## src/codebook_nearest_block_match_unit_defines.svh

```systemverilog
// Assertion macros shared by the codebook block matcher.
// Depends on nothing; the including module supplies i_clk and i_rst_n.
`ifndef CODEBOOK_NEAREST_BLOCK_MATCH_UNIT_DEFINES_SVH
`define CODEBOOK_NEAREST_BLOCK_MATCH_UNIT_DEFINES_SVH

// Same-cycle implication, checked outside reset.
`define CNBM_ASSERT_IMP(label, ante, cons, msg) \
    label: assert property (@(posedge i_clk) disable iff (!i_rst_n) (ante) |-> (cons)) \
        else $error(msg);

// Next-cycle implication, checked outside reset.
`define CNBM_ASSERT_NXT(label, ante, cons, msg) \
    label: assert property (@(posedge i_clk) disable iff (!i_rst_n) (ante) |=> (cons)) \
        else $error(msg);

`endif

```

## src/cnbm_pkg.sv

```systemverilog
`timescale 1ns / 1ps
// Shared constants, types and the pixel compression function of the block matcher.
// Depends on nothing.
package cnbm_pkg;

    localparam int PIX_W      = 8;
    localparam int NUM_PIX    = 9;
    localparam int CHAR_W     = 21;
    localparam int DIST_W     = 12;
    localparam int SIZE_W     = 9;
    localparam int FLOOR_W    = 8;
    localparam int SLOT_W     = 8;
    localparam int OUT_IDX_W  = 8;
    localparam int PAT_W      = NUM_PIX * PIX_W;
    localparam int CFG_IDX_W  = 2;
    localparam int CFG_W      = 9;
    localparam int IN_DATA_W  = 104;
    localparam int OUT_DATA_W = 48;

    localparam logic [CFG_IDX_W-1:0] REG_SIZE  = 2'd0;
    localparam logic [CFG_IDX_W-1:0] REG_FLOOR = 2'd1;

    localparam logic REQ_WRITE = 1'b0;
    localparam logic REQ_MATCH = 1'b1;

    localparam logic [PIX_W-1:0] FULL_SCALE = 8'd255;

    typedef logic [NUM_PIX-1:0][PIX_W-1:0] t_absvec;

    // Control that travels alongside one codebook read through the pipeline.
    typedef struct packed {
        logic valid;
        logic first;
        logic last;
    } t_ctl;

    // p*(255-floor)/255 + floor. The division by 255 uses the exact identity
    // x/255 = (x + 1 + (x >> 8)) >> 8, which holds for every 16-bit product here.
    function automatic logic [PIX_W-1:0] compress(input logic [PIX_W-1:0] p,
                                                  input logic [FLOOR_W-1:0] fl);
        logic [2*PIX_W-1:0] prod;
        logic [2*PIX_W-1:0] q;
        prod = p * (FULL_SCALE - fl);
        q = (prod + 16'd1 + (prod >> 8)) >> 8;
        return q[PIX_W-1:0] + fl;
    endfunction

endpackage

```

## src/cnbm_lane.sv

```systemverilog
`timescale 1ns / 1ps
// One pixel lane: holds the compressed input pixel of a match and forms its
// absolute difference to the codebook pixel read each cycle. Uses cnbm_pkg.
module cnbm_lane (
    input  logic                       i_clk,
    input  logic                       i_load,
    input  logic [cnbm_pkg::PIX_W-1:0] i_pixel,
    input  logic [cnbm_pkg::FLOOR_W-1:0] i_floor,
    input  logic [cnbm_pkg::PIX_W-1:0] i_pat,
    output logic [cnbm_pkg::PIX_W-1:0] o_absdiff
);

    logic [cnbm_pkg::PIX_W-1:0] r_pix;
    logic [cnbm_pkg::PIX_W-1:0] r_abs;

    always_ff @(posedge i_clk) begin
        if (i_load) begin
            r_pix <= cnbm_pkg::compress(i_pixel, i_floor);
        end
        r_abs <= (r_pix > i_pat) ? (r_pix - i_pat) : (i_pat - r_pix);
    end

    assign o_absdiff = r_abs;

endmodule

```

## config.mk

```make
export PLATFORM = sky130hd
export DESIGN_NAME = cnbm_lane
export DESIGN_NICKNAME = d
export VERILOG_FILES = /design/src/codebook_nearest_block_match_unit_defines.svh /design/src/cnbm_pkg.sv /design/src/cnbm_lane.sv
export SDC_FILE = /design/constraint.sdc
export NUM_CORES = 1
export LEC_CHECK = 0
export ABC_AREA = 1
export BUFFER_PORTS_ARGS = -buffer_cell sky130_fd_sc_hd__buf_2
export CORE_ASPECT_RATIO = 0.5
export CORE_MARGIN = 8
export CORE_UTILIZATION = 45
export CTS_CLUSTER_SIZE = 16
export DETAILED_ROUTE_END_ITERATION = 8
export HOLD_SLACK_MARGIN = 0.06
export SYNTH_ARGS = -nofsm -noshare
export SYNTH_HDL_FRONTEND = slang
export SYNTH_SLANG_ARGS = --single-unit
```

## constraint.sdc

```tcl
create_clock -name i_clk -period 9.6 [get_ports i_clk]
set_input_delay 1.92 -clock i_clk [delete_from_list [all_inputs] [get_ports i_clk]]
set_output_delay 1.92 -clock i_clk [all_outputs]
set_load 0.01 [all_outputs]
```

### After elaboration in Yosys (flattened, before gate mapping)

Index checks and enable logic that the tools add are counted.

| cells by class | value |
|---|---|
| add/sub/neg operators | 6 |
| multiply operators | 1 |
| divide/modulo/power cells | 0 |
| $lt $le $gt $ge | 1 |
| equal/unequal tests | 0 |
| shifts and indexed selects | 0 |
| muxes and demuxes | 1 |
| bitwise gates (word level) | 0 |
| reductions and logical operators | 0 |

Operator list:

| cell | count |
|---|---|
| 16-bit by 1-bit adder with 16-bit output, second input constant | 1 |
| 16-bit by 8-bit adder with 16-bit output | 1 |
| 9-bit by 9-bit multiplier with 16-bit output | 1 |
| 8-bit subtractor | 2 |
| 8-bit by 8-bit subtractor with 9-bit output, first input constant | 1 |
| 8-bit adder | 1 |
| 8-bit greater-than comparator | 1 |
| 8-bit two-way mux | 1 |

| word-level totals | value |
|---|---|
| register bits after elaboration | 16 |
| bits in latches | 0 |
| bits in writable memories | 0 |
| bits in read-only memories | 0 |
| output and inout port bits | 8 |
| logic and storage cells | 11 |
| memories kept | 0 |

### Logic depth before layout (Yosys ltp)

| logic depth | value |
|---|---|
| depth in word-level cells | 5 |
| depth in mapped cells | 44 |

### Worst setup path before layout

Ideal clock, no wire load.

| timing | value |
|---|---|
| kind | input to register |
| start point | input port i_floor[2] (netlist bit) |
| end point | register r_pix[6] (netlist bit) (data pin) |
| setup time | 258 ps |
| arrival | 7,491 ps |
| data required time | 9,342 ps |
| path slack | 1,851 ps |
| stages on the path | 39 |
| buffers on the path | 0 |
| path through | inv_1 -> nand2_1 -> fa_1 -> inv_1 -> fa_1 -> inv_1 -> fa_1 -> fa_1 -> inv_1 -> ha_1 -> nand2_1 -> inv_1 -> nand2_1 -> nand2_1 -> nand2_1 -> nand3_2 -> nand2_2 -> nand2_1 -> [... 3 more ...] -> nand2_1 -> ha_1 -> inv_1 -> nor2_1 -> inv_1 -> nor2_2 -> nand4_1 -> nand3_1 -> nand2_1 -> nand2_1 -> inv_1 -> ha_1 -> a21oi_1 -> inv_1 -> a31oi_1 -> o21ai_0 -> a21oi_1 -> xnor2_1 |

| on the way | value |
|---|---|
| word-level cells in the longest chain between the ends | 5 |

RTL lines:

| what | RTL line | text |
|---|---|---|
| start, declared | cnbm_lane.sv:8 | `input logic [cnbm_pkg::FLOOR_W-1:0] i_floor,` |
| 8-bit by 8-bit subtractor with 9-bit output | cnbm_pkg.sv:43 | `prod = p * (FULL_SCALE - fl);` |
| 9-bit by 9-bit multiplier with 16-bit output | cnbm_pkg.sv:43 |  |
| 16-bit by 1-bit adder with 16-bit output | cnbm_pkg.sv:44 | `q = (prod + 16'd1 + (prod >> 8)) >> 8;` |
| 16-bit by 8-bit adder with 16-bit output | cnbm_pkg.sv:44 |  |
| 8-bit adder * | cnbm_pkg.sv:45 | `return q[PIX_W-1:0] + fl;` |
| end signal, assigned | cnbm_lane.sv:18 | `r_pix <= cnbm_pkg::compress(i_pixel, i_floor);` |
| end, declared | cnbm_lane.sv:13 | `logic [cnbm_pkg::PIX_W-1:0] r_pix;` |

Mark *: on every way between the ends. The rest lies on a longest branch, timed or not.
A chain may end at the register's enable or synchronous reset.

### Final worst setup path

Ends and elaborated chain as after synthesis.

==> results.toml <==
[run_status]
status = "finished, final reports clean"

[timing]
finalCritPeriodShare_pct = 88.1
max_freq_ghz = 0.118
setup_viol = 0
worst_pin_slew_ps = 408
clock_skew_ps = 1.80
grt_setup_unrepaired = "false"
hold_violations = 0
relSlewSlack_pct = 72.6
layout_setup_ws_ps = 1140
tns_ps = 0
slew_violations = 0
post-route-min-period_ps = 8460

[critical_path]
crit_type = "input port to flop"
worst_ep_arrival_time_ps = 8460
cp_top_family = "adder cells"
end_kind = "flop"
slowest_delay_ps = 550
slowest_stage = "fa_1"
crit_buf_inv = 11
path_max_fanout = 5
rr_startpoint = "r_pix[0]$_DFFE_PP_"
crit_start = "i_floor[2]"
cp.required_ps = 9600
rr_endpoint = "o_absdiff[4]$_DFF_P_"
regToRegSetupSlack_ps = 7170
critPathLaunchType = "input port"
ff2ff_path_depth = 10

[floorplanning]
die-width_um = 154
coreArea_sq_um = 9380
num_rows = 25
ioPinCount = 34
start_util_pct = 45.9
dieArea_sq_um = 13200
die_y_um = 85.2

[synth]
synthesis.nets = 754
yosys-top-cells-count = "145 x nand2_1, 142 x inv_1, 64 x ha_1"
seq_area_frac_synth_pct = 9.29
synth-async-reset-ratio_pct = 0
yosysMostFrequentCell = "nand2_1"
synth.ff_latch_count = 16
yosysTopAreaCellShare_pct = 18.6
synth.top_cells.by_area = "fa_1 19%, ha_1 19%, nand2_1 13%, inv_1 12%, edfxtp_1 5.6%"
yosysTopAreaCell = "fa_1"
avgSynthCellArea_sq_um = 6.90
ys_types = 35
yosysWarnings = 0
synth_edf_count = 8
netlist_area_sq_um = 4310
syn_inst = 624
ys.flop_type = "edfxtp_1"

[final_layout]
area_delta_synth_final_pct = 8.77
antenna_cells = 0
drive_above_1_share_pct = 11.1
utilization_pct = 49.9
fin_area_sq_um = 4690
final_nets = 788

[grt]
grt_max_degree = 11
antenna_found_initial = 0
grt-ovfl-total = 0
grt_pass1_wl_um = 17900
track_usage_pct = 16.4
grt_pass1_vias = 3914

[place]
routabilityCongestion = 0.911
place_area_sq_um = 4610
port-buffer-count = 33
hpwl_um = 9140
place_ws_ps = 959

[power_and_ir_drop]
power.leakage_uw = 0.00282
p_per_area_nw_per_um2 = 373
vdd_drop_max_mv = 0.123

[worst_hold_path]
hp-class = "flop to flop"
whs_path_depth = 2
holdCritStartpoint = "r_pix[0]$_DFFE_PP_"
hold_end = "o_absdiff[0]$_DFF_P_"

[clock_tree]
cts.sink_count = 16
post-cts-setup-buffers = 0
holdBufCountCts = 0
clkLatencyLatePin_ps = 250
clockRootBuffer = "clkbuf_16"
clk_pin_slew_ps = 50
ctsResizeCount = 0
cts_tree = "yes"
cts_buffers = 3
cts_buffer_depth = 2
ctsHtreeMaxLevel = 1

[route]
drc = 0
drtIter0Drc = 199
ant_nets = 0
post_drt_wl_per_cell_um = 13.1
finalWirelength_um = 10200
first_pass_iters = 4
viasPerCell = 4.97
vias = 3867

[job]
maxCapViolCount = 0
## cells by family (layout without fill, tap and decap cells)
group / after synthesis / after routing / share of synthesized area [%]
XOR/XNOR: 18 / 18 / 4.27
flip-flops: 16 / 16 / 9.29
adder cells (fa/ha/maj): 104 / 104 / 37.2
buffers and inverters: 152 / 185 / 13.3
AO/OA/AOI/OAI: 49 / 49 / 6.30
AND/OR/NAND/NOR: 282 / 282 / 28.9
multiplexers: 3 / 3 / 0.755
## metrics by stage
stage	hold WS, ps	std cells	power, uW
global route	628	778	1980
finish	578	778	1750
detailed placement	578	774	1670
floorplan	535	624	1340
CTS	585	778	1760
global placement	566	774	1660
## how the worst max path moves through the flow
stage                                     to  slack (ps)  cells after the start
final                     r_pix[6]$_DFFE_PP_        1140                     40
after global routing      r_pix[7]$_DFFE_PP_         620                     44
after CTS                 r_pix[6]$_DFFE_PP_        1190                     40
after detailed placement  r_pix[6]$_DFFE_PP_         960                     40
after global placement    r_pix[6]$_DFFE_PP_        1070                     40
after floorplan           r_pix[6]$_DFFE_PP_        1850                     39
## layout make-up
cell class                      instances  area [sq um]
Tap cell                              121           151
Multi-Input combinational cell        456          3330
Fill cell                             968          4700
Inverter                              148           556
Sequential cell                        16           400
Clock buffer                            3          75.1
Clock inverter                          1          3.75
Timing Repair Buffer                   33           165
## registers in the layout, summed over array words and instances, names as in the netlist
| signal | count |
|---|---|
| o_absdiff | 8 |
| r_pix | 8 |
## power by group
part | internal [uW] | switching [uW] | leakage, uW
clock | 55.4 | 28.1 | 0.0000385
sequential | 145 | 12.5 | 0.000146
combinational | 548 | 960 | 0.00264
## worst reg2reg max path, stage by stage, from the launching register on
cell      delay, ps
edfxtp_1        340
inv_1            50
ha_1            230
fa_1            430
o21a_1          220
o21ai_1         190
a21oi_1         100
o21bai_2        220
nand2_2         190
o21ai_0         230
xor2_1          160
## routing by layer
layer / GRT usage [%] / routed length, um
met1: 21.9 / 5150
met2: 28.4 / 4530
met3: 1.67 / 412
met4: 3.09 / 116
met5: 0 / 0
## layout by cell type, fill, tap and decap left out, drive strengths merged
master / count
clkinv: 1
dfxtp: 8
a21o: 1
xor2: 14
clkbuf: 3
buf: 33
o221ai: 2
o21ai: 12
a21oi: 28
or4: 1
nand3b: 2
edfxtp: 8
nand3: 41
inv: 148
o21a: 2
xnor2: 4
fa: 40
a31oi: 2
o21bai: 2
nor2: 66
mux2: 2
nand2: 157
and3: 2
nand4: 13
ha: 64
mux2i: 1
Power figures use the tool's default switching activity.
