--- src/codebook_nearest_block_match_unit_defines.svh ---
// Assertion macros shared by the codebook block matcher.
// Depends on nothing; the including module supplies i_clk and i_rst_n.
`ifndef CODEBOOK_NEAREST_BLOCK_MATCH_UNIT_DEFINES_SVH
`define CODEBOOK_NEAREST_BLOCK_MATCH_UNIT_DEFINES_SVH

// Same-cycle implication, checked outside reset.
`define CNBM_ASSERT_IMP(label, ante, cons, msg) \
    label: assert property (@(posedge i_clk) disable iff (!i_rst_n) (ante) |-> (cons)) \
        else $error(msg);

// Next-cycle implication, checked outside reset.
`define CNBM_ASSERT_NXT(label, ante, cons, msg) \
    label: assert property (@(posedge i_clk) disable iff (!i_rst_n) (ante) |=> (cons)) \
        else $error(msg);

`endif

--- src/cnbm_pkg.sv ---
`timescale 1ns / 1ps
// Shared constants, types and the pixel compression function of the block matcher.
// Depends on nothing.
package cnbm_pkg;

    localparam int PIX_W      = 8;
    localparam int NUM_PIX    = 9;
    localparam int CHAR_W     = 21;
    localparam int DIST_W     = 12;
    localparam int SIZE_W     = 9;
    localparam int FLOOR_W    = 8;
    localparam int SLOT_W     = 8;
    localparam int OUT_IDX_W  = 8;
    localparam int PAT_W      = NUM_PIX * PIX_W;
    localparam int CFG_IDX_W  = 2;
    localparam int CFG_W      = 9;
    localparam int IN_DATA_W  = 104;
    localparam int OUT_DATA_W = 48;

    localparam logic [CFG_IDX_W-1:0] REG_SIZE  = 2'd0;
    localparam logic [CFG_IDX_W-1:0] REG_FLOOR = 2'd1;

    localparam logic REQ_WRITE = 1'b0;
    localparam logic REQ_MATCH = 1'b1;

    localparam logic [PIX_W-1:0] FULL_SCALE = 8'd255;

    typedef logic [NUM_PIX-1:0][PIX_W-1:0] t_absvec;

    // Control that travels alongside one codebook read through the pipeline.
    typedef struct packed {
        logic valid;
        logic first;
        logic last;
    } t_ctl;

    // p*(255-floor)/255 + floor. The division by 255 uses the exact identity
    // x/255 = (x + 1 + (x >> 8)) >> 8, which holds for every 16-bit product here.
    function automatic logic [PIX_W-1:0] compress(input logic [PIX_W-1:0] p,
                                                  input logic [FLOOR_W-1:0] fl);
        logic [2*PIX_W-1:0] prod;
        logic [2*PIX_W-1:0] q;
        prod = p * (FULL_SCALE - fl);
        q = (prod + 16'd1 + (prod >> 8)) >> 8;
        return q[PIX_W-1:0] + fl;
    endfunction

endpackage

--- src/cnbm_merge.sv ---
`timescale 1ns / 1ps
// Merging stage: sums the lane differences, then keeps the running minimum
// with its index and code point. Uses cnbm_pkg.
module cnbm_merge #(
    parameter int IDX_W = 8
) (
    input  logic                         i_clk,
    input  logic                         i_rst_n,
    input  cnbm_pkg::t_ctl               i_ctl,
    input  cnbm_pkg::t_absvec            i_abs,
    input  logic [IDX_W-1:0]             i_idx,
    input  logic [cnbm_pkg::CHAR_W-1:0]  i_char,
    output logic                         o_done,
    output logic [IDX_W-1:0]             o_best_idx,
    output logic [cnbm_pkg::CHAR_W-1:0]  o_best_char,
    output logic [cnbm_pkg::DIST_W-1:0]  o_best_dist
);

    cnbm_pkg::t_ctl                r_s3_ctl;
    logic [cnbm_pkg::DIST_W-1:0]   r_s3_sum;
    logic [IDX_W-1:0]              r_s3_idx;
    logic [cnbm_pkg::CHAR_W-1:0]   r_s3_char;
    logic [IDX_W-1:0]              r_best_idx;
    logic [cnbm_pkg::CHAR_W-1:0]   r_best_char;
    logic [cnbm_pkg::DIST_W-1:0]   r_best_dist;
    logic                          r_done;
    logic [cnbm_pkg::DIST_W-1:0]   n_sum;
    logic                          n_take;

    always_comb begin
        n_sum = '0;
        for (int k = 0; k < cnbm_pkg::NUM_PIX; k++) begin
            n_sum = n_sum + cnbm_pkg::DIST_W'(i_abs[k]);
        end
    end

    // The first entry always wins; later ones only when strictly closer.
    assign n_take = r_s3_ctl.valid && (r_s3_ctl.first || (r_s3_sum < r_best_dist));

    always_ff @(posedge i_clk) begin
        if (!i_rst_n) begin
            r_s3_ctl <= '0;
            r_done   <= 1'b0;
        end else begin
            r_s3_ctl <= i_ctl;
            r_done   <= r_s3_ctl.valid && r_s3_ctl.last;
        end
    end

    always_ff @(posedge i_clk) begin
        r_s3_sum  <= n_sum;
        r_s3_idx  <= i_idx;
        r_s3_char <= i_char;
        if (n_take) begin
            r_best_idx  <= r_s3_idx;
            r_best_char <= r_s3_char;
            r_best_dist <= r_s3_sum;
        end
    end

    assign o_done      = r_done;
    assign o_best_idx  = r_best_idx;
    assign o_best_char = r_best_char;
    assign o_best_dist = r_best_dist;

endmodule

--- config.mk ---
export PLATFORM = sky130hd
export DESIGN_NAME = cnbm_merge
export DESIGN_NICKNAME = d
export VERILOG_FILES = /design/src/codebook_nearest_block_match_unit_defines.svh /design/src/cnbm_pkg.sv /design/src/cnbm_merge.sv
export SDC_FILE = /design/constraint.sdc
export NUM_CORES = 1
export LEC_CHECK = 0
export BUFFER_PORTS_ARGS = -buffer_cell sky130_fd_sc_hd__buf_2
export CORE_MARGIN = 4
export CORE_UTILIZATION = 50
export CTS_CLUSTER_DIAMETER = 60
export DETAILED_ROUTE_END_ITERATION = 8
export PLACE_DENSITY = 0.84
export SLEW_MARGIN = 20
export SYNTH_ARGS = -nofsm -noshare
export SYNTH_HDL_FRONTEND = slang
export SYNTH_SLANG_ARGS = --single-unit
--- constraint.sdc ---
create_clock -name i_clk -period 6.1 [get_ports i_clk]
set_input_delay 1.22 -clock i_clk [delete_from_list [all_inputs] [get_ports i_clk]]
set_output_delay 1.22 -clock i_clk [all_outputs]
set_load 0.03 [all_outputs]
**Word-level counts from Yosys, hierarchy flattened**

Cells that the tools add are included.

- Add/subtract/negate cells: 8
- $lt $le $gt $ge: 1
- Reduce and logical (&&, ||, !) cells: 3

Operators with widths:

| cell | count |
|---|---|
| adder 12 x 8 -> 12 bit | 4 |
| adder 11 x 8 -> 12 bit | 1 |
| less-than comparator 12 bit | 1 |
| adder 10 x 8 -> 11 bit | 1 |
| adder 9 x 8 -> 10 bit | 1 |
| adder 8 x 8 -> 9 bit | 1 |
| logical AND 1 bit | 2 |
| logical OR 1 bit | 1 |

- Register bits after elaboration: 86

**Longest topological paths before layout**

Gate-level depths: netlist of the first run.

- Depth after elaboration: 8
- Mapped depth: 15
- Mapped depth without buffers: 15

**Worst setup path before layout of the first run**

No wires, ideal clock.

- Kind: input-to-reg
- From: input i_abs[2] (netlist bit)
- To: register r_s3_sum[8] (netlist bit)
- Setup time: 0.062 ns
- Arrival time: 4.751 ns
- Required time: 6.038 ns
- Path slack: 1.287 ns
- Stages on the path: 15
- Buffers on the path: 0
- Cells stage by stage: inv_1 > fa_1 > inv_1 > fa_1 > fa_1 > inv_1 > fa_1 > inv_1 > ha_1 > inv_1 > fa_1 > nor2b_4 > o31a_1 > or4_1 > nand3_1

- Cells in the longest elaborated chain, start to end: 8

RTL lines:

| element | RTL line | source |
|---|---|---|
| start, declared | cnbm_merge.sv:10 | `input cnbm_pkg::t_absvec i_abs,` |
| adder 8 x 8 -> 9 bit | cnbm_merge.sv:33 | `n_sum = n_sum + cnbm_pkg::DIST_W'(i_abs[k]);` |
| adder 9 x 8 -> 10 bit | cnbm_merge.sv:33 |  |
| adder 10 x 8 -> 11 bit | cnbm_merge.sv:33 |  |
| adder 11 x 8 -> 12 bit | cnbm_merge.sv:33 |  |
| adder 12 x 8 -> 12 bit (4 in series) | cnbm_merge.sv:33 |  |
| named net n_sum (one bit) | cnbm_merge.sv:27 | `logic [cnbm_pkg::DIST_W-1:0] n_sum;` |
| end signal, assigned | cnbm_merge.sv:51 | `r_s3_sum <= n_sum;` |
| end, declared | cnbm_merge.sv:20 | `logic [cnbm_pkg::DIST_W-1:0] r_s3_sum;` |

The timed path passes the listed nets, and every way through them passes these cells.
A chain may end at the register's enable or synchronous reset.

**Final worst setup path of the first run**

Same ends and word-level chain as after synthesis.

==> results of run 1 <==
==> per-stage QoR <==
stage / hold slack, ns / cell area [sq um]
floorplan: 0.386 / 4240
global placement: 0.386 / 5110
detailed placement: 0.389 / 5110
CTS: 0.409 / 5310
global route: 0.413 / 5320
finish: 0.407 / 5320
==> power groups by stage <==
stage / Clock (mW) / Sequential [mW] / Combinational (mW)
2_1_floorplan: 0 / 1.07 / 0.967
3_3_place_gp: 0 / 0.881 / 1.45
3_5_place_dp: 0 / 0.890 / 1.51
4_1_cts: 0.407 / 0.878 / 1.52
5_1_grt: 0.435 / 0.888 / 1.71
6_report: 0.397 / 0.873 / 1.50
==> cell type report <==
type	count	area (sq um)	share of cell area, %
Tap cell	105	131	2.47
Clock buffer	9	124	2.33
Sequential cell	86	2130	40.1
Timing Repair Buffer	147	736	13.8
Inverter	97	364	6.84
Clock inverter	7	80.1	1.50
Multi-Input combinational cell	133	1760	33.0
==> cells in the final DEF (no fill, tap or decap), types with 2 or more instances in the layout <==
master and n:
buf_2 147, inv_1 97, fa_1 54, dfxtp_1 45, edfxtp_1 41, ha_1 24
clkbuf_8 9, nor2_1 8, o21ai_0 5, a211oi_1 4, xnor2_1 4, a21oi_1 4
o21a_1 3, o31ai_1 3, and2_1 3, o21bai_1 2, nor3_1 2, a21o_1 2
nor3b_1 2, nand4_1 2, clkinv_4 2
==> sequential cells by signal, indices dropped and copies added, names as in the netlist <==
name and count:
r_s3_sum 12, r_s3_idx 8, o_best_dist 12, o_best_char 21, o_done 1, o_best_idx 8
r_s3_ctl 3, r_s3_char 21
==> synthesized netlist by cell type, types with 2 or more instances <==
cell type  instances  area share [%]
inv_1             97             8.6
o21a_1             3            0.53
nor2_1             8            0.71
nand4_1            2            0.30
a21oi_1            4            0.47
o21ai_0            5            0.59
xnor2_1            4            0.83
and2_1             3            0.44
a211oi_1           4            0.71
dfxtp_1           45              21
o21bai_1           2            0.35
edfxtp_1          41              29
o31ai_1            3            0.53
ha_1              24             7.1
fa_1              54              25
a21o_1             2            0.35
nor3b_1            2            0.35
nor3_1             2            0.24
==> final timing paths <==
check / slack, ns / end
setup / recovery: 1.43 / r_s3_sum[8]
hold / removal: 0.41 / o_best_char[18]
setup reg to reg: 3.80 / o_best_char[8]
hold reg to reg: 0.41 / o_best_char[18]
==> metal layers <==
layer,up-vias,wire length (microns),GRT usage [%]
li1,1294,-,-
met1,1263,2730,17.9
met2,94,4160,29.6
met3,17,505,3.54
met4,0,177,6.11
met5,-,0,0
==> cell families (layout without fill, tap and decap cells) <==
logic type      count (synthesis)  count (layout)  share of synthesized area (%)
xor+xnor                        4               4                          0.826
flops                          86              86                           50.3
fa+ha+maj                      78              78                           32.6
simple gates                   23              23                           3.16
buf+inv                        97             260                           8.59
compound gates                 28              28                           4.57
==> results.toml, run 1 <==
[drt]
routedWlPerCell_microns = 13.0
drt_wl_total_microns = 7560
first_pass_iters = 4
via_count = 2668
ant_nets = 0
drt_iter0_markers = 59
drc = 0
via_per_inst = 4.57

[placed_design]
portBuffers = 147
dpl.cell_count = 568
finalWeightedCongestion = 0.747
place_ws_ns = 1.07
dpl.hpwl_microns = 6540

[clocking]
clk_pin_slew_ns = 0.08
ctsHtreeMaxLevel = 3
cts_resized = 0
cts_root_buffer = "clkbuf_8"
cts_tree = "built"
max-clock-path-buffers = 2
cts_buffers = 9
hold_buffers = 0
cts_sinks = 86
cts_setup_buffers = 0
insertion_delay_ns = 0.36

[timing]
min_period_ns = 4.67
slew_headroom_pct = 64.1
skew_ns = 0.0107
max_freq_mhz = 214
final_max_slew_viol_count = 0
finalSetupViolCount = 0
setup_slack_ns = 1.43
setup_tns_ns = 0
tightest_slew_ns = 0.538
final-hold-violation-count = 0
min_period_over_period_pct = 76.5
rsz0062_at_grt = "false"

[global_routing]
grt_max_degree = 42
gr-total-overflow = 0
grt_usage_pct = 16.0
antenna_found_initial = 0
grt_pass1_vias = 2847
grt_pass1_wl_microns = 12400

[synth]
ys_seq_area_share_pct = 50.3
ys.flop_type = "dfxtp_1"
synth_area_sq_mm = 0.00424
ys_types = 29
synthCells = 316
synth_edf_count = 41
ys_ff_latch = 86
synthArstFlopShare_pct = 0
syn_nets = 500
syn_avg_cell_area_sq_um = 13.4
synth_warnings = 0

[floorplanning]
die_x_microns = 100
top_level_ports = 148
dieArea_sq_mm = 0.0100
row_count = 33
core_sq_mm = 0.00822
die_y_microns = 100
start_util_pct = 51.6

[power_and_ir_drop]
ir_drop_v = 0.000243
p_comb_share_pct = 54.1
p_int_mw = 1.62
seqPwrFrac_pct = 31.6
p_leak_nw = 2.67
cellPowerDensity_mw_per_mm2 = 520
power_mw = 2.77
power_switching_mw = 1.15
sw_frac_of_total_pct = 41.4
power_frac_clock_pct = 14.3

[critical_path]
crit_buf_inv = 6
max_stage_delay_ns = 0.55
crit_type = "in -> reg"
ff2ff_path_depth = 6
path_delay_family = "adder cells"
crit_chain = "buf_2 -> inv_1 -> fa_1 -> inv_1 -> fa_1 -> fa_1 -> inv_1 -> fa_1 -> inv_1 -> ha_1 -> inv_1 -> fa_1 -> nor2b_4 -> o31a_1 -> or4_1 -> nand3_1"
critPathArrivalTime_ns = 4.96
critPathCaptureType = "flop"
crit_cells = 16
start_kind = "input pin"
worstPathRequired_ns = 6.39
r2r_start = "o_best_dist[1]"
crit_start = "i_abs[2]"
crit_path_top_delay_cell = "fa_1"
cp_max_fo = 4

[final_layout]
antennaDiodeCount = 0
area_growth_pct = 25.5
drive_above_1_share_pct = 34.7
fin_nets = 658
fillers = 599
final_util_pct = 64.8
finalNonFillerCells = 584

[job]
cap_violations = 0

[status]
outcome = "finished clean"

[hold_path]
hold_depth = 0
hp-class = "reg -> reg"
hp-start = "r_s3_char[18]"
No activity file was read; power rests on OpenSTA's default activity.
==> run 2: changes to the inputs <==
--- a/config.mk
+++ b/config.mk
@@ -5,6 +5,7 @@
 export SDC_FILE = /design/constraint.sdc
 export NUM_CORES = 1
 export LEC_CHECK = 0
+export ABC_AREA = 1
 export BUFFER_PORTS_ARGS = -buffer_cell sky130_fd_sc_hd__buf_2
 export CORE_MARGIN = 4
 export CORE_UTILIZATION = 50
==> constraint.sdc (replaced) <==
create_clock -name i_clk -period 4.47 [get_ports i_clk]
set_input_delay 0.894 -clock i_clk [delete_from_list [all_inputs] [get_ports i_clk]]
set_output_delay 0.894 -clock i_clk [all_outputs]
set_load 0.03 [all_outputs]
==> run 2 against run 1 <==
  * Sequential share of layout area down 0.32 points
  * Global-route usage is 0.15 points higher
  * Sequential power up 21%
  * Worst setup slack lost 1.1 ns
  * Final cell count increased by 5.7%
  * Utilization grew 0.19 points
  * Clock power increased by 32%
  * Critical path type unchanged
  * Largest cell class unchanged
  * Highest routed layer unchanged
==> results.toml, run 2 <==
[status]
outcome = "finished clean"

[synth]
synthTopCellsByCount = "inv_1 (115), fa_1 (54), dfxtp_1 (45), edfxtp_1 (41), nand2_1 (39)"
synthCells = 348
synth_edf_count = 41
synth_top_cell_by_area = "edfxtp_1"
synth.most_common_cell = "inv_1"
ys.flop_type = "dfxtp_1"
synth_area_sq_mm = 0.00428
ys_seq_area_share_pct = 49.8
syn_avg_cell_area_sq_um = 12.3
synth_warnings = 0
ys_ff_latch = 86
syn_nets = 532
synthArstFlopShare_pct = 0
synthDominantCellAreaShare_pct = 28.8
ys_types = 19
ys_top_cells_by_area = "edfxtp_1 (29%), fa_1 (25%), dfxtp_1 (21%), inv_1 (10%), ha_1 (7.0%)"

[drt]
routedWlPerCell_microns = 12.7
first_pass_iters = 4
ant_nets = 0
via_count = 2723
drc = 0
drt_wl_total_microns = 7850
via_per_inst = 4.41
drt_iter0_markers = 104

[critical_path]
crit_path_top_delay_cell = "fa_1"
r2r-end = "o_best_dist[10]"
crit_start = "i_abs[2]"
crit_chain = "buf_2 -> inv_1 -> fa_1 -> inv_1 -> fa_1 -> fa_1 -> inv_1 -> fa_1 -> inv_1 -> ha_1 -> inv_1 -> fa_1 -> o21ai_2 -> nand4_2 -> nand3_1 -> nand2_1"
max_stage_delay_ns = 0.55
start_kind = "input pin"
worstPathRequired_ns = 4.72
crit_buf_inv = 6
crit_type = "in -> reg"
worstSetupEndpoint = "r_s3_sum[10]"
ff2ff_path_depth = 10
r2r_start = "o_best_dist[7]"
cp_max_fo = 3
crit_cells = 16
critPathCaptureType = "flop"
r2r_setup_slack_ns = 2.00
path_delay_family = "adder cells"
critPathArrivalTime_ns = 4.39

[clocking]
hold_buffers = 0
cts_root_buffer = "clkbuf_8"
clk_pin_slew_ns = 0.08
insertion_delay_ns = 0.35
cts_resized = 0
cts_setup_buffers = 0
cts_sinks = 86
cts_tree = "built"
ctsHtreeMaxLevel = 3
cts_buffers = 9
max-clock-path-buffers = 2

[power_and_ir_drop]
cellPowerDensity_mw_per_mm2 = 602
p_leak_nw = 2.81
power_mw = 3.23
ir_drop_v = 0.000339

[job]
cap_violations = 0

[timing]
slew_headroom_pct = 59.4
hold_ws_ns = 0.399
min_period_ns = 4.14
min_period_over_period_pct = 92.7
finalSetupViolCount = 0
rsz0062_at_grt = "false"
max_freq_mhz = 241
tightest_slew_ns = 0.607
skew_ns = 0.00823
setup_tns_ns = 0
setup_slack_ns = 0.325
final-hold-violation-count = 0
final_max_slew_viol_count = 0

[placed_design]
dpl.cell_count = 601
place_ws_ns = -0.0488
finalWeightedCongestion = 0.749
portBuffers = 147
placed_area_sq_mm = 0.00517
dpl.hpwl_microns = 6870

[final_layout]
design_area_sq_mm = 0.00537
antennaDiodeCount = 0
seqCellArea_sq_mm = 0.00213
finalNonFillerCells = 617
final_common_cell = "buf_2"
area_growth_pct = 25.3
layout_common_cells = "buf_2 (147), inv_1 (115), fa_1 (54)"
fin_nets = 691
drive_above_1_share_pct = 32.4
final_util_pct = 65.0
fillers = 646
multi_input_area_sq_mm = 0.00173

[global_routing]
grt_pass1_wl_microns = 12400
antenna_found_initial = 0
grt_pass1_vias = 2917
grt_max_degree = 25
grt_usage_pct = 16.1
gr-total-overflow = 0

[hold_path]
hp-class = "reg -> reg"

[floorplanning]
start_util_pct = 51.8
die_x_microns = 101
row_count = 33
die_y_microns = 101
core_sq_mm = 0.00826
top_level_ports = 148
dieArea_sq_mm = 0.0101
[run 2: cell count changes after synthesis, sizes merged, moves of 3 or more]
cell    change
a211oi      -4
a21oi       +6
and2        -3
inv        +18
nand2      +38
nand3       +3
nor2        -6
o21a        -3
o21ai       -3
o31ai       -3
xor2        +4
[run 2: report_power, final]
part	internal, mW	leakage, nW	switching (mW)
registers	1.01	0.761	0.0545
clock network	0.263	0.0935	0.260
logic	0.657	1.96	0.988
total	1.93	2.81	1.30
[run 2: kinds of logic after synthesis]
family | Yosys count | share of synthesized area, %
AOI/OAI and AO/OA | 15 | 1.99
adders and majority gates | 78 | 32.3
DFF | 86 | 49.8
xor gates and xnor gates | 6 | 1.23
buffers and inverters | 115 | 10.1
and+or+nand+nor | 48 | 4.62
[run 2: worst min-delay path by stage]
stage / start / endpoint / slack (ns) / cells after the start
after floorplan: r_s3_char[0] / o_best_char[0] / 0.39 / 0
after global placement: r_s3_idx[3] / o_best_idx[3] / 0.39 / 0
after detailed placement: r_s3_char[10] / o_best_char[10] / 0.39 / 0
after CTS: r_s3_char[12] / o_best_char[12] / 0.40 / 0
after global routing: r_s3_char[2] / o_best_char[2] / 0.41 / 0
final: r_s3_char[12] / o_best_char[12] / 0.40 / 0
[run 2: worst register-to-register path, cell delays in order, from the launching register on]
cell and delay, ns:
edfxtp_1 0.42, inv_1 0.09, ha_1 0.24, nand2_1 0.08, inv_1 0.05, nand2_1 0.05
nand2_1 0.04, a21oi_1 0.13, nand2_1 0.10, a21oi_4 0.51, buf_4 0.42
[run 2: per-layer routing]
| metal | global-route usage (%) | wire length, microns |
|---|---|---|
| met4 | 4.97 | 168 |
| met5 | 0 | 0 |
| met3 | 5.47 | 522 |
| met1 | 15.1 | 2470 |
| met2 | 32.2 | 4690 |
[run 2: cell type report]
cell class	count	area share, %
Multi-Input combinational cell	147	32.2
Timing Repair Buffer	148	13.9
Tap cell	105	2.45
Clock buffer	10	2.38
Clock inverter	6	1.33
Inverter	115	8.05
Sequential cell	86	39.7
